`config.mk`:
```
export PLATFORM = sky130hd
export DESIGN_NAME = dual_axis_link_health_supervisor_unit_flat
export DESIGN_NICKNAME = d
export VERILOG_FILES = /design/src/sv/dalhs_pkg.sv /design/src/sv/dalhs_if.sv /design/src/sv/dalhs_axis_judge.sv /design/src/sv/dual_axis_link_health_supervisor_unit.sv /design/src/flat_wrapper.sv
export SDC_FILE = /design/constraint.sdc
export NUM_CORES = 1
export LEC_CHECK = 0
export BUFFER_PORTS_ARGS = -buffer_cell sky130_fd_sc_hd__buf_2
export CORE_ASPECT_RATIO = 1.1
export CORE_UTILIZATION = 25
export DETAILED_ROUTE_END_ITERATION = 10
export SLEW_MARGIN = 10
export SYNTH_ARGS = -nofsm -noshare
export SYNTH_HDL_FRONTEND = slang
export SYNTH_SLANG_ARGS = --single-unit
```
`constraint.sdc`:
```
create_clock -name i_clk -period 9.1 [get_ports i_clk]
set_clock_uncertainty 0.2 [all_clocks]
set_input_delay 0 -clock i_clk [delete_from_list [all_inputs] [get_ports i_clk]]
set_output_delay 0 -clock i_clk [all_outputs]
set_load 0.01 [all_outputs]
```
`src/sv/dalhs_pkg.sv`:
```
// ----------------------------------------------------------------------------
// dalhs_pkg
// Types and constants shared by the dual-axis link health supervisor.
// ----------------------------------------------------------------------------
`default_nettype none

package dalhs_pkg;

    // event codes
    typedef enum logic [2:0] {
        OP_RX_FRAME = 3'd0,
        OP_TX_DONE  = 3'd1,
        OP_POLL     = 3'd2,
        OP_MODE     = 3'd3,
        OP_CLEAR    = 3'd4,
        OP_FORGIVE  = 3'd5
    } t_op;

    typedef enum logic [1:0] {
        MODE_IDLE     = 2'd0,
        MODE_VELOCITY = 2'd1,
        MODE_POSITION = 2'd2,
        MODE_TORQUE   = 2'd3
    } t_mode;

    // configuration register indexes
    typedef enum logic [2:0] {
        CFG_LEFT_NODE   = 3'd0,
        CFG_RIGHT_NODE  = 3'd1,
        CFG_LEFT_EN     = 3'd2,
        CFG_RIGHT_EN    = 3'd3,
        CFG_FB_TIMEOUT  = 3'd4,
        CFG_HB_TIMEOUT  = 3'd5,
        CFG_SETTLE      = 3'd6,
        CFG_STALL_LIMIT = 3'd7
    } t_cfg_idx;

    // frame decode
    localparam logic [4:0]  CMD_ENCODER   = 5'h09;
    localparam logic [4:0]  CMD_HB_REPORT = 5'h01;
    localparam logic [3:0]  ENC_MIN_LEN   = 4'd8;
    localparam logic [3:0]  HB_MIN_LEN    = 4'd5;
    localparam logic [7:0]  STATE_CLOSED  = 8'd8;
    localparam logic [15:0] RUN_TOP       = 16'hFFFF;

    // register reset values
    localparam logic [5:0]  RST_LEFT_NODE   = 6'd0;
    localparam logic [5:0]  RST_RIGHT_NODE  = 6'd1;
    localparam logic [15:0] RST_FB_TIMEOUT  = 16'd100;
    localparam logic [15:0] RST_HB_TIMEOUT  = 16'd500;
    localparam logic [15:0] RST_SETTLE      = 16'd500;
    localparam logic [15:0] RST_STALL_LIMIT = 16'd200;

    typedef struct packed {
        t_op         op;
        logic [31:0] now_ms;
        logic [5:0]  frame_node;
        logic [4:0]  frame_command;
        logic [3:0]  frame_length;
        logic [31:0] frame_word_low;
        logic [7:0]  frame_byte_four;
        logic        tx_direct;
        t_mode       new_mode;
    } t_evt;

    typedef struct packed {
        logic        left_healthy;
        logic        right_healthy;
        logic        stall_latched;
        logic        fault_dropped;
        t_mode       current_mode;
        logic [31:0] left_error_word;
        logic [31:0] right_error_word;
        logic        all_wheels_ok;
    } t_res;

    // per-axis link state
    typedef struct packed {
        logic [31:0] fb_time;
        logic        fb_seen;
        logic [31:0] hb_time;
        logic        hb_seen;
        logic [7:0]  drv_state;
        logic [31:0] error;
        logic        ok;
    } t_axis;

    // shared inputs of the per-axis health check
    typedef struct packed {
        logic        stall;
        logic        mode_active;
        logic        settling;
        logic [15:0] fb_timeout;
        logic [15:0] hb_timeout;
    } t_judge_ctl;

endpackage

`default_nettype wire

```
`src/sv/dalhs_if.sv`:
```
// ----------------------------------------------------------------------------
// dalhs_evt_if / dalhs_res_if
// Valid/ready channels for event beats and result beats.
// ----------------------------------------------------------------------------
`default_nettype none

interface dalhs_evt_if import dalhs_pkg::*; ();
    logic valid;
    logic ready;
    t_evt payload;

    modport source (output valid, output payload, input ready);
    modport sink (input valid, input payload, output ready);
endinterface

interface dalhs_res_if import dalhs_pkg::*; ();
    logic valid;
    logic ready;
    t_res payload;

    modport source (output valid, output payload, input ready);
    modport sink (input valid, input payload, output ready);
endinterface

`default_nettype wire

```
`src/sv/dalhs_axis_judge.sv`:
```
// ----------------------------------------------------------------------------
// dalhs_axis_judge
// Fresh-and-confirmed check of one axis at a poll.
// ----------------------------------------------------------------------------
`default_nettype none

module dalhs_axis_judge import dalhs_pkg::*; (
    input  var t_axis      i_axis,
    input  var logic [31:0] i_now,
    input  var t_judge_ctl i_ctl,
    output var logic       o_ok
);

    logic [31:0] w_fb_age;
    logic [31:0] w_hb_age;
    logic        w_fresh;
    logic        w_confirmed;

    // ages wrap modulo 2^32
    assign w_fb_age = i_now - i_axis.fb_time;
    assign w_hb_age = i_now - i_axis.hb_time;
    assign w_fresh  = w_fb_age < {16'd0, i_ctl.fb_timeout};

    // heartbeat check; unseen heartbeats confirm without checks
    always_comb begin
        priority if (!i_axis.hb_seen) begin
            w_confirmed = 1'b1;
        end else if (w_hb_age >= {16'd0, i_ctl.hb_timeout}) begin
            w_confirmed = 1'b0;
        end else if (!i_ctl.mode_active || i_ctl.settling) begin
            w_confirmed = 1'b1;
        end else begin
            w_confirmed = (i_axis.drv_state == STATE_CLOSED);
        end
    end

    assign o_ok = i_axis.fb_seen && !i_ctl.stall && w_fresh && w_confirmed;

endmodule

`default_nettype wire

```
`src/sv/dual_axis_link_health_supervisor_unit.sv`:
```
// ----------------------------------------------------------------------------
// dual_axis_link_health_supervisor_unit
// Link health supervisor for two motor axes on a CAN link.
// ----------------------------------------------------------------------------
// Usage:
//   i_evt carries one event beat (rx frame, tx outcome, poll, mode change,
//   clear errors, forgive staleness) with its millisecond timestamp.
//   o_res returns exactly one status beat per event, in order.
//   The config write port (i_cfg_valid/o_cfg_ready, index, data) is always
//   ready; write it only while no event is in flight.
// Pipeline and throughput:
//   An event is registered on accept, evaluated against the state, and its
//   status lands in the output register, which drives o_res.valid. One
//   event per cycle is sustained while o_res is ready; the evaluation stage
//   is one level of 32-bit subtract-and-compare logic.
// Stall:
//   While o_res is held off, one more event waits in the input register;
//   i_evt.ready drops once both registers are full.
// Reset:
//   Synchronous active-low. Axis state, deferral run, stall flag and mode
//   clear to zero/idle; config registers take their default values.
// ----------------------------------------------------------------------------
`default_nettype none

module dual_axis_link_health_supervisor_unit import dalhs_pkg::*; (
    input  var logic       i_clk,
    input  var logic       i_rst_n,
    dalhs_evt_if.sink      i_evt,
    dalhs_res_if.source    o_res,
    input  var logic       i_cfg_valid,
    output var logic       o_cfg_ready,
    input  var t_cfg_idx   i_cfg_index,
    input  var logic [15:0] i_cfg_data
);

    // config registers
    logic [5:0]  r_left_node;
    logic [5:0]  r_right_node;
    logic        r_left_en;
    logic        r_right_en;
    logic [15:0] r_fb_timeout;
    logic [15:0] r_hb_timeout;
    logic [15:0] r_settle;
    logic [15:0] r_stall_limit;

    // state
    t_axis       r_left,  n_left;
    t_axis       r_right, n_right;
    logic [15:0] r_run,   n_run;
    logic        r_stall, n_stall;
    t_mode       r_mode,  n_mode;
    logic [31:0] r_mode_time, n_mode_time;

    // pipeline
    logic        r_in_valid;
    t_evt        r_in;
    logic        r_res_valid;
    t_res        r_res, n_res;
    logic        w_adv;

    t_judge_ctl  w_ctl;
    logic        w_left_ok;
    logic        w_right_ok;
    logic [31:0] w_settle_age;
    logic        w_left_bad;
    logic        w_right_bad;
    logic        w_dropped;

    assign o_cfg_ready = 1'b1;

    // handshake: evaluate when the output register is free or draining
    assign w_adv       = r_in_valid && (!r_res_valid || o_res.ready);
    assign i_evt.ready = !r_in_valid || w_adv;
    assign o_res.valid   = r_res_valid;
    assign o_res.payload = r_res;

    // config writes
    always_ff @(posedge i_clk) begin
        if (!i_rst_n) begin
            r_left_node   <= RST_LEFT_NODE;
            r_right_node  <= RST_RIGHT_NODE;
            r_left_en     <= 1'b1;
            r_right_en    <= 1'b1;
            r_fb_timeout  <= RST_FB_TIMEOUT;
            r_hb_timeout  <= RST_HB_TIMEOUT;
            r_settle      <= RST_SETTLE;
            r_stall_limit <= RST_STALL_LIMIT;
        end else if (i_cfg_valid) begin
            unique case (i_cfg_index)
                CFG_LEFT_NODE:   r_left_node   <= i_cfg_data[5:0];
                CFG_RIGHT_NODE:  r_right_node  <= i_cfg_data[5:0];
                CFG_LEFT_EN:     r_left_en     <= i_cfg_data[0];
                CFG_RIGHT_EN:    r_right_en    <= i_cfg_data[0];
                CFG_FB_TIMEOUT:  r_fb_timeout  <= i_cfg_data;
                CFG_HB_TIMEOUT:  r_hb_timeout  <= i_cfg_data;
                CFG_SETTLE:      r_settle      <= i_cfg_data;
                CFG_STALL_LIMIT: r_stall_limit <= i_cfg_data;
            endcase
        end
    end

    // health checks at a poll; the stall latched by this poll already counts
    assign w_settle_age    = r_in.now_ms - r_mode_time;
    assign w_ctl.stall       = r_stall || (r_run >= r_stall_limit);
    assign w_ctl.mode_active = (r_mode != MODE_IDLE);
    assign w_ctl.settling    = w_settle_age < {16'd0, r_settle};
    assign w_ctl.fb_timeout  = r_fb_timeout;
    assign w_ctl.hb_timeout  = r_hb_timeout;

    dalhs_axis_judge u_judge_left (
        .i_axis (r_left),
        .i_now  (r_in.now_ms),
        .i_ctl  (w_ctl),
        .o_ok   (w_left_ok)
    );

    dalhs_axis_judge u_judge_right (
        .i_axis (r_right),
        .i_now  (r_in.now_ms),
        .i_ctl  (w_ctl),
        .o_ok   (w_right_ok)
    );

    assign w_left_bad  = r_left_en && (!w_left_ok || (r_left.error != 32'd0));
    assign w_right_bad = r_right_en && (!w_right_ok || (r_right.error != 32'd0));

    // next state for the event in the input register
    always_comb begin
        n_left      = r_left;
        n_right     = r_right;
        n_run       = r_run;
        n_stall     = r_stall;
        n_mode      = r_mode;
        n_mode_time = r_mode_time;
        w_dropped   = 1'b0;

        unique case (r_in.op)
            OP_RX_FRAME: begin
                // equal node ids resolve to the left axis
                if (r_in.frame_node == r_left_node) begin
                    if (r_in.frame_command == CMD_ENCODER &&
                        r_in.frame_length >= ENC_MIN_LEN) begin
                        n_left.fb_time = r_in.now_ms;
                        n_left.fb_seen = 1'b1;
                    end else if (r_in.frame_command == CMD_HB_REPORT &&
                                 r_in.frame_length >= HB_MIN_LEN) begin
                        n_left.error     = r_in.frame_word_low;
                        n_left.drv_state = r_in.frame_byte_four;
                        n_left.hb_time   = r_in.now_ms;
                        n_left.hb_seen   = 1'b1;
                    end
                end else if (r_in.frame_node == r_right_node) begin
                    if (r_in.frame_command == CMD_ENCODER &&
                        r_in.frame_length >= ENC_MIN_LEN) begin
                        n_right.fb_time = r_in.now_ms;
                        n_right.fb_seen = 1'b1;
                    end else if (r_in.frame_command == CMD_HB_REPORT &&
                                 r_in.frame_length >= HB_MIN_LEN) begin
                        n_right.error     = r_in.frame_word_low;
                        n_right.drv_state = r_in.frame_byte_four;
                        n_right.hb_time   = r_in.now_ms;
                        n_right.hb_seen   = 1'b1;
                    end
                end
            end
            OP_TX_DONE: begin
                // saturating deferral run
                if (r_in.tx_direct) begin
                    n_run = 16'd0;
                end else if (r_run != RUN_TOP) begin
                    n_run = r_run + 16'd1;
                end
            end
            OP_POLL: begin
                n_stall    = w_ctl.stall;
                n_left.ok  = w_left_ok;
                n_right.ok = w_right_ok;
                if ((w_left_bad || w_right_bad) && r_mode != MODE_IDLE) begin
                    n_mode      = MODE_IDLE;
                    n_mode_time = r_in.now_ms;
                    w_dropped   = 1'b1;
                end
            end
            OP_MODE: begin
                n_mode      = r_in.new_mode;
                n_mode_time = r_in.now_ms;
            end
            OP_CLEAR: begin
                n_left.error  = 32'd0;
                n_right.error = 32'd0;
                n_stall       = 1'b0;
                n_run         = 16'd0;
            end
            OP_FORGIVE: begin
                n_left.fb_time  = r_in.now_ms;
                n_right.fb_time = r_in.now_ms;
                n_left.hb_time  = r_in.now_ms;
                n_right.hb_time = r_in.now_ms;
            end
            default: begin
                // unused codes only report status
            end
        endcase
    end

    // status from the updated state
    always_comb begin
        n_res.left_healthy     = n_left.ok;
        n_res.right_healthy    = n_right.ok;
        n_res.stall_latched    = n_stall;
        n_res.fault_dropped    = w_dropped;
        n_res.current_mode     = n_mode;
        n_res.left_error_word  = n_left.error;
        n_res.right_error_word = n_right.error;
        n_res.all_wheels_ok    =
            (!r_left_en || (n_left.ok && n_left.error == 32'd0)) &&
            (!r_right_en || (n_right.ok && n_right.error == 32'd0));
    end

    // control and state registers
    always_ff @(posedge i_clk) begin
        if (!i_rst_n) begin
            r_in_valid  <= 1'b0;
            r_res_valid <= 1'b0;
            r_left      <= '0;
            r_right     <= '0;
            r_run       <= 16'd0;
            r_stall     <= 1'b0;
            r_mode      <= MODE_IDLE;
            r_mode_time <= 32'd0;
        end else begin
            if (i_evt.valid && i_evt.ready) begin
                r_in_valid <= 1'b1;
            end else if (w_adv) begin
                r_in_valid <= 1'b0;
            end

            if (w_adv) begin
                r_res_valid <= 1'b1;
                r_left      <= n_left;
                r_right     <= n_right;
                r_run       <= n_run;
                r_stall     <= n_stall;
                r_mode      <= n_mode;
                r_mode_time <= n_mode_time;
            end else if (o_res.ready) begin
                r_res_valid <= 1'b0;
            end
        end
    end

    // payload registers
    always_ff @(posedge i_clk) begin
        if (i_evt.valid && i_evt.ready) begin
            r_in <= i_evt.payload;
        end
        if (w_adv) begin
            r_res <= n_res;
        end
    end

endmodule

`default_nettype wire

```
`src/flat_wrapper.sv`:
```
// flat-port wrapper written by rule: the top's interface ports become plain ports
module dual_axis_link_health_supervisor_unit_flat import dalhs_pkg::*;
  (i_clk, i_rst_n, i_cfg_valid, o_cfg_ready, i_cfg_index, i_cfg_data, i_evt_valid, i_evt_payload, i_evt_ready, o_res_valid, o_res_payload, o_res_ready);
  dalhs_evt_if i_evt_i ();
  dalhs_res_if o_res_i ();
  input  var logic i_clk;
  input  var logic i_rst_n;
  input  var logic i_cfg_valid;
  output var logic o_cfg_ready;
  input  var t_cfg_idx i_cfg_index;
  input  var logic [15:0] i_cfg_data;
  input wire logic [$bits(i_evt_i.valid)-1:0] i_evt_valid;
  input wire logic [$bits(i_evt_i.payload)-1:0] i_evt_payload;
  output wire logic [$bits(i_evt_i.ready)-1:0] i_evt_ready;
  output wire logic [$bits(o_res_i.valid)-1:0] o_res_valid;
  output wire logic [$bits(o_res_i.payload)-1:0] o_res_payload;
  input wire logic [$bits(o_res_i.ready)-1:0] o_res_ready;
  assign i_evt_i.valid = i_evt_valid;
  assign i_evt_i.payload = i_evt_payload;
  assign i_evt_ready = i_evt_i.ready;
  assign o_res_valid = o_res_i.valid;
  assign o_res_payload = o_res_i.payload;
  assign o_res_i.ready = o_res_ready;
  dual_axis_link_health_supervisor_unit u_core (.i_clk(i_clk), .i_rst_n(i_rst_n), .i_evt(i_evt_i), .o_res(o_res_i), .i_cfg_valid(i_cfg_valid), .o_cfg_ready(o_cfg_ready), .i_cfg_index(i_cfg_index), .i_cfg_data(i_cfg_data));
endmodule
```
==> results.cfg, run 1 <==
[status]
status = completed

[clock_tree]
root_buffer = clkbuf_16
cts_tree = built
clk_latency_ps = 690
htreeDepth = 2
clkTransAtPathRegs_ps = 60
post_cts.repair.setup_buffers = 0
clock-sinks = 509
cts_buffer_depth = 3
cts_buffers = 56

[timing]
setup_viol_count_final = 0
fin_crit_ps = 6750
rsz0062_at_grt = false
totalNegativeSetupSlack_ps = 0
worstMarginPinSlew_ps = 1290
fmax_mhz = 148
hold_slack_ps = 55.0
post-route-period-util_pct = 74.2
final_hold_viol_count = 0
drv_slew = 0
maxSlewHeadroom_pct = 13.0

[yosys]
synth_xor_area_share_pct = 3.59
synth-seq-cells = 509
yosys.area_share.simple_pct = 19.1
synth_edf_count = 164
synth.area.mux_share_pct = 3.10
synth-compound-area-share_pct = 20.8
seq_area_frac_synth_pct = 37.6
syn_inst = 3681
ys.flop_type = dfxtp_1
avgSynthCellArea_sq_um = 8.55
yosysUniqueCellTypes = 90
synth_fp_nets = 4052
synth_area_sq_mm = 0.0315
synthAdderAreaFrac_pct = 10.2
synthArstFlopShare_pct = 0
synth_top_family_by_area = compound AO/OA/AOI/OAI gates
yosys_warnings = 0

[floorplan]
fp.dieArea_sq_mm = 0.127
boundaryPins = 191
rows = 136
die_h_microns = 374
start_util_pct = 25.2
core_area_sq_mm = 0.125
die_w_microns = 340

[drt]
dr.first_iter.drc_count = 1663
dr.pass1.iters = 5
postRouteAntennaNets = 0
routedWlPerCell_microns = 18.0
vias = 28031
wl_microns = 103000
viasPerCell = 4.89
drc_errors = 0

[grt]
grt_pass1_vias = 27924
overflow = 0
grt_max_degree = 194
grt_pass1_wl_microns = 159000
grt_antenna_before_repair = 2
track_usage_pct = 15.7

[hold_path]
holdCritPathClass = in -> reg
hold_depth = 2
min_from = i_evt_payload[68]
hold_end = u_core.r_in[68]

[finish]
layout_common_cells = nand2_1 (567), dfxtp_1 (345), inv_1 (287), a21oi_1 (252), ha_1 (249)
drive_gt1_share_pct = 9.24
nets = 4403
areaGrowthSynthToFinish_pct = 22.4
final_common_cell = nand2_1

[run]
cap_violations = 0

[pwr]
p_leak_nw = 14.4
power_density_mw_per_mm2 = 156
ir_worst_vdd_mv = 0.193

[placement]
gp_congestion = 0.892
port-buffer-count = 189
dpl.hpwl_microns = 75400

[critical_path]
critPathMaxFanout = 34
r2r-end = u_core.r_mode_time[17]
worstSetupPathType = reg -> reg
startpoint_type = flip-flop
worstSetupEndpointType = flip-flop
cp.arrival_ps = 7050
cp.required_ps = 9410
r2r_setup_slack_ps = 2350
r2r_cells = 25
rr_startpoint = u_core.r_in[58]
synth_stat cells, types with 47 or more instances:
cell        n  area share, %
ha_1      249            9.9
nand3_1    90            1.4
a21o_1     57            1.4
nand4_1    61            1.2
edfxtp_1  164             16
a21oi_1   253            4.0
nor2_1    220            2.6
xor2_1     69            1.9
a21boi_0  161            3.8
xnor2_1    60            1.7
nor3_1     47           0.75
dfxtp_1   345             22
clkbuf_1  129            1.5
o21ai_0   131            2.1
nand2_1   568            6.8
inv_1     288            3.4
nor2b_1   101            2.0
mux2i_1    93            3.0
a22o_1     48            1.3
critical path: stages (launching register included):
cell,delay (ps)
edfxtp_1,450
inv_1,230
ha_1,220
inv_1,60
fa_1,430
a211oi_1,350
o21a_1,270
a21oi_1,80
nand2b_1,180
nor2b_1,140
nor2b_1,130
xnor2_1,80
ha_1,190
a21o_1,150
a21o_1,170
a2bb2oi_1,150
o2111ai_1,130
a211oi_1,510
o211a_1,230
nand4_1,80
nor4_1,900
o2111ai_1,370
o211ai_2,260
nand3_2,80
buf_4,290
mux2i_1,200
sequential cells by signal (all words and copies together) (netlist names), 2 cells and up:
register              flops
u_core.o_res.payload     71
u_core.r_fb_timeout      16
u_core.r_hb_timeout      16
u_core.r_in              93
u_core.r_left           107
u_core.r_left_node        6
u_core.r_mode             2
u_core.r_mode_time       32
u_core.r_right          107
u_core.r_right_node       6
u_core.r_run             16
u_core.r_settle          16
u_core.r_stall_limit     16
where the power goes:
part	switching [mW]	internal [mW]	leakage [nW]
registers	0.0659	2.42	4.35
clock network	1.05	1.48	0.977
logic	0.583	0.409	9.09
metrics by stage:
step                util, %  setup WS, ps  instances  total power, mW  area, sq um
CTS                    30.8          2470       5736             6.04        38500
finish                 30.8          2350       5737             6.00        38500
detailed placement     27.4          2470       5406             3.44        34200
global placement       27.4          2600       5406             3.43        34200
floorplan                 -          4000       3681             3.14        31500
global route           30.8          2020       5737             6.25        38500
area by class of cell:
class	instances	area, sq um
clock inverter	42	591
multi-input combinational	2723	18000
fill	13221	86400
timing repair buffer	454	3520
tap	1656	2070
sequential	509	11800
inverter	288	1090
antenna	1	2.50
clock buffer	64	1450
routing by layer:
metal / global-route usage (%) / wire, microns / vias to the layer above
met1: 17.7 / 41300 / 13409
met3: 2.20 / 4590 / 197
li1: - / - / 13760
met2: 29.2 / 53000 / 663
met5: 0 / 13 / -
met4: 6.43 / 4320 / 2
logic make-up (layout without fill, tap and decap cells):
group | after synthesis | count (layout)
compound gates | 959 | 959
buf+inv | 449 | 848
flops | 509 | 509
fa+ha+maj | 254 | 254
mux | 97 | 97
other cells | 1 | 2
simple gates | 1283 | 1283
xor+xnor | 129 | 129
worst max path at each step:
stage	slack [ps]	to	cells past startpoint	start
floorplan	4000	u_core.r_mode_time[10]	26	u_core.r_in[58]
global placement	2600	u_core.r_mode_time[0]	25	u_core.r_in[58]
detailed placement	2470	u_core.r_mode_time[17]	25	u_core.r_in[58]
CTS	2470	u_core.r_mode_time[17]	25	u_core.r_in[58]
global route	2020	u_core.r_mode_time[6]	25	u_core.r_in[58]
finish	2350	u_core.r_mode_time[17]	25	u_core.r_in[58]
repair_timing:
item                      4_1_cts  5_1_grt
resized for setup               0        0
hold buffers                  224        0
hold endpoints to repair      354        0
(Power assumes the default switching activity.)
==> inputs of run 2 (changes only) <==
==> constraint.sdc (replaced) <==
create_clock -name i_clk -period 6.1 [get_ports i_clk]
set_clock_uncertainty 0.2 [all_clocks]
set_input_delay 0 -clock i_clk [delete_from_list [all_inputs] [get_ports i_clk]]
set_output_delay 0 -clock i_clk [all_outputs]
set_load 0.01 [all_outputs]
==> results.cfg, run 2 (same netlist as run 1, synthesis figures left out) <==
[timing]
rsz0062_at_grt = false
fin_ws_ps = 277
maxSlewHeadroom_pct = 24.9
fin_crit_ps = 5820
drv_slew = 0
worstMarginPinSlew_ps = 1120
final_hold_viol_count = 0
setup_viol_count_final = 0
fmax_mhz = 172
post-route-period-util_pct = 95.5

[hold_path]
holdCritPathClass = in -> reg
min_from = i_evt_payload[68]
hold_depth = 2
hold_end = u_core.r_in[68]

[finish]
seq_area_sq_mm = 0.0118
layout_common_cells = nand2_1 (567), dfxtp_1 (345), inv_1 (286), a21oi_1 (251), ha_1 (249)
final_cell_area_sq_mm = 0.0384
final_common_cell = nand2_1
drive_gt1_share_pct = 9.43
areaGrowthSynthToFinish_pct = 22.2
nets = 4398
fill_cells = 13206
multi_input_area_sq_mm = 0.0180
biggestRegsByFlops = u_core.r_left: 107 flops, u_core.r_right: 107 flops, u_core.r_in: 93 flops

[pwr]
power_density_mw_per_mm2 = 230
ir_worst_vdd_mv = 0.244
p_sw_mw = 2.52
p_seq_share_pct = 42.2
p_leak_nw = 14.4
pwr-share-comb_pct = 16.5
p_clk_share_pct = 41.3
swShare_pct = 28.5
internal_power_mw = 6.32

[critical_path]
worstSetupEndpointType = flip-flop
r2r_setup_slack_ps = 280
r2r-end = u_core.r_mode_time[1]
rr_startpoint = u_core.r_in[58]
startpoint_type = flip-flop
r2r_cells = 26
cp.required_ps = 6390
cp.arrival_ps = 6110
worstSetupPathType = reg -> reg
critPathMaxFanout = 34

[drt]
routedWlPerCell_microns = 17.8
postRouteAntennaNets = 0
dr.pass1.iters = 6
dr.first_iter.drc_count = 1831
viasPerCell = 4.90
drc_errors = 0
vias = 28078
wl_microns = 102000

[placement]
placed_area_sq_mm = 0.0342
port-buffer-count = 189
gp_congestion = 0.923
pre_cts_slack_ps = -88.9
dpl.hpwl_microns = 75700

[floorplan]
start_util_pct = 25.2
die_h_microns = 374
core_area_sq_mm = 0.125
fp.dieArea_sq_mm = 0.127
rows = 136
boundaryPins = 191
die_w_microns = 340

[clock_tree]
cts_buffer_depth = 3
cts_tree = built
clk_latency_ps = 670
clock-sinks = 509
root_buffer = clkbuf_16
clkTransAtPathRegs_ps = 60
htreeDepth = 2
cts_buffers = 54

[grt]
grt_antenna_before_repair = 2
grt_pass1_wl_microns = 157000
grt_pass1_vias = 27520
track_usage_pct = 15.6
grt_max_degree = 200
overflow = 0

[run]
cap_violations = 0

[status]
status = completed
[run 2: changes by cell type in the layout (fill, tap and decap cells not counted), sizes merged]
cell         before  now
bufinv           11   10
clkbuf           64   60
clkinvlp          4    5
dlygate4sd3     224  221
[run 2: worst max path at each step]
stage                    startpoint                      to  slack [ps]  depth (start not counted)
detailed placement  u_core.r_in[59]  u_core.r_mode_time[22]         -90                         24
global placement    u_core.r_in[59]   u_core.r_mode_time[8]         190                         24
floorplan           u_core.r_in[58]  u_core.r_mode_time[10]        1000                         26
finish              u_core.r_in[58]   u_core.r_mode_time[1]         280                         26
global route        u_core.r_in[58]   u_core.r_mode_time[8]          10                         26
CTS                 u_core.r_in[59]   u_core.r_mode_time[1]          20                         24
[run 2: worst max-delay path, stage by stage, from the launching register on]
cell and delay [ps]:
edfxtp_1 460, inv_2 170, ha_1 180, inv_1 60, fa_1 440, a211oi_2 280
o21a_1 250, a21oi_1 90, nand2b_1 180, nor2b_1 140, nor2b_1 150, xnor2_1 100
ha_1 190, a21o_1 150, a21o_1 170, a2bb2oi_1 150, o2111ai_1 140, a211oi_2 300
o211a_1 190, nand4_1 80, nor4_1 360, buf_4 210, o2111ai_1 230, o211ai_2 270
nand3_2 110, buf_12 180, mux2i_1 170
[run 2: per-stage QoR]
stage / setup TNS [ps] / utilization, % / total power, mW / cells / hold slack, ps
global placement: 0 / 27.4 / 5.11 / 5402 / -22.4
global route: 0 / 30.8 / 9.20 / 5730 / 38.6
floorplan: 0 / - / 4.68 / 3681 / -101
finish: 0 / 30.8 / 8.84 / 5730 / 9.58
CTS: 0 / 30.7 / 8.90 / 5725 / 4.39
detailed placement: -1960 / 27.4 / 5.12 / 5402 / -21.9
[run 2: repair_timing]
action,CTS,global route
endpoints found under the hold margin,318,0
hold buffers,221,0
setup buffers,0,4
gates resized for setup,1,10
setup endpoints to repair,34,40
[run 2: layer usage]
layer / wire length [microns] / global-route usage [%]
met5: 13 / 0
met2: 51900 / 28.7
met4: 4130 / 6.19
met3: 5040 / 1.97
met1: 41200 / 18.0
[run 2: cell type report]
| type | instances | share of cell area (%) |
|---|---|---|
| Clock inverter | 42 | 1.45 |
| Clock buffer | 60 | 3.63 |
| Tap cell | 1656 | 5.39 |
| Antenna cell | 1 | 0.00651 |
| Timing Repair Buffer | 451 | 9.14 |
| Inverter | 288 | 2.83 |
| Multi-Input combinational cell | 2723 | 46.8 |
| Sequential cell | 509 | 30.8 |
[run 2: power by group through the flow]
stage | combinational [mW] | sequential (mW) | clock, mW
after floorplan | 0.919 | 3.76 | 0
after global placement | 1.31 | 3.80 | 0
after detailed placement | 1.32 | 3.80 | 0
after CTS | 1.44 | 3.73 | 3.74
after global routing | 1.61 | 3.73 | 3.86
final | 1.46 | 3.73 | 3.65
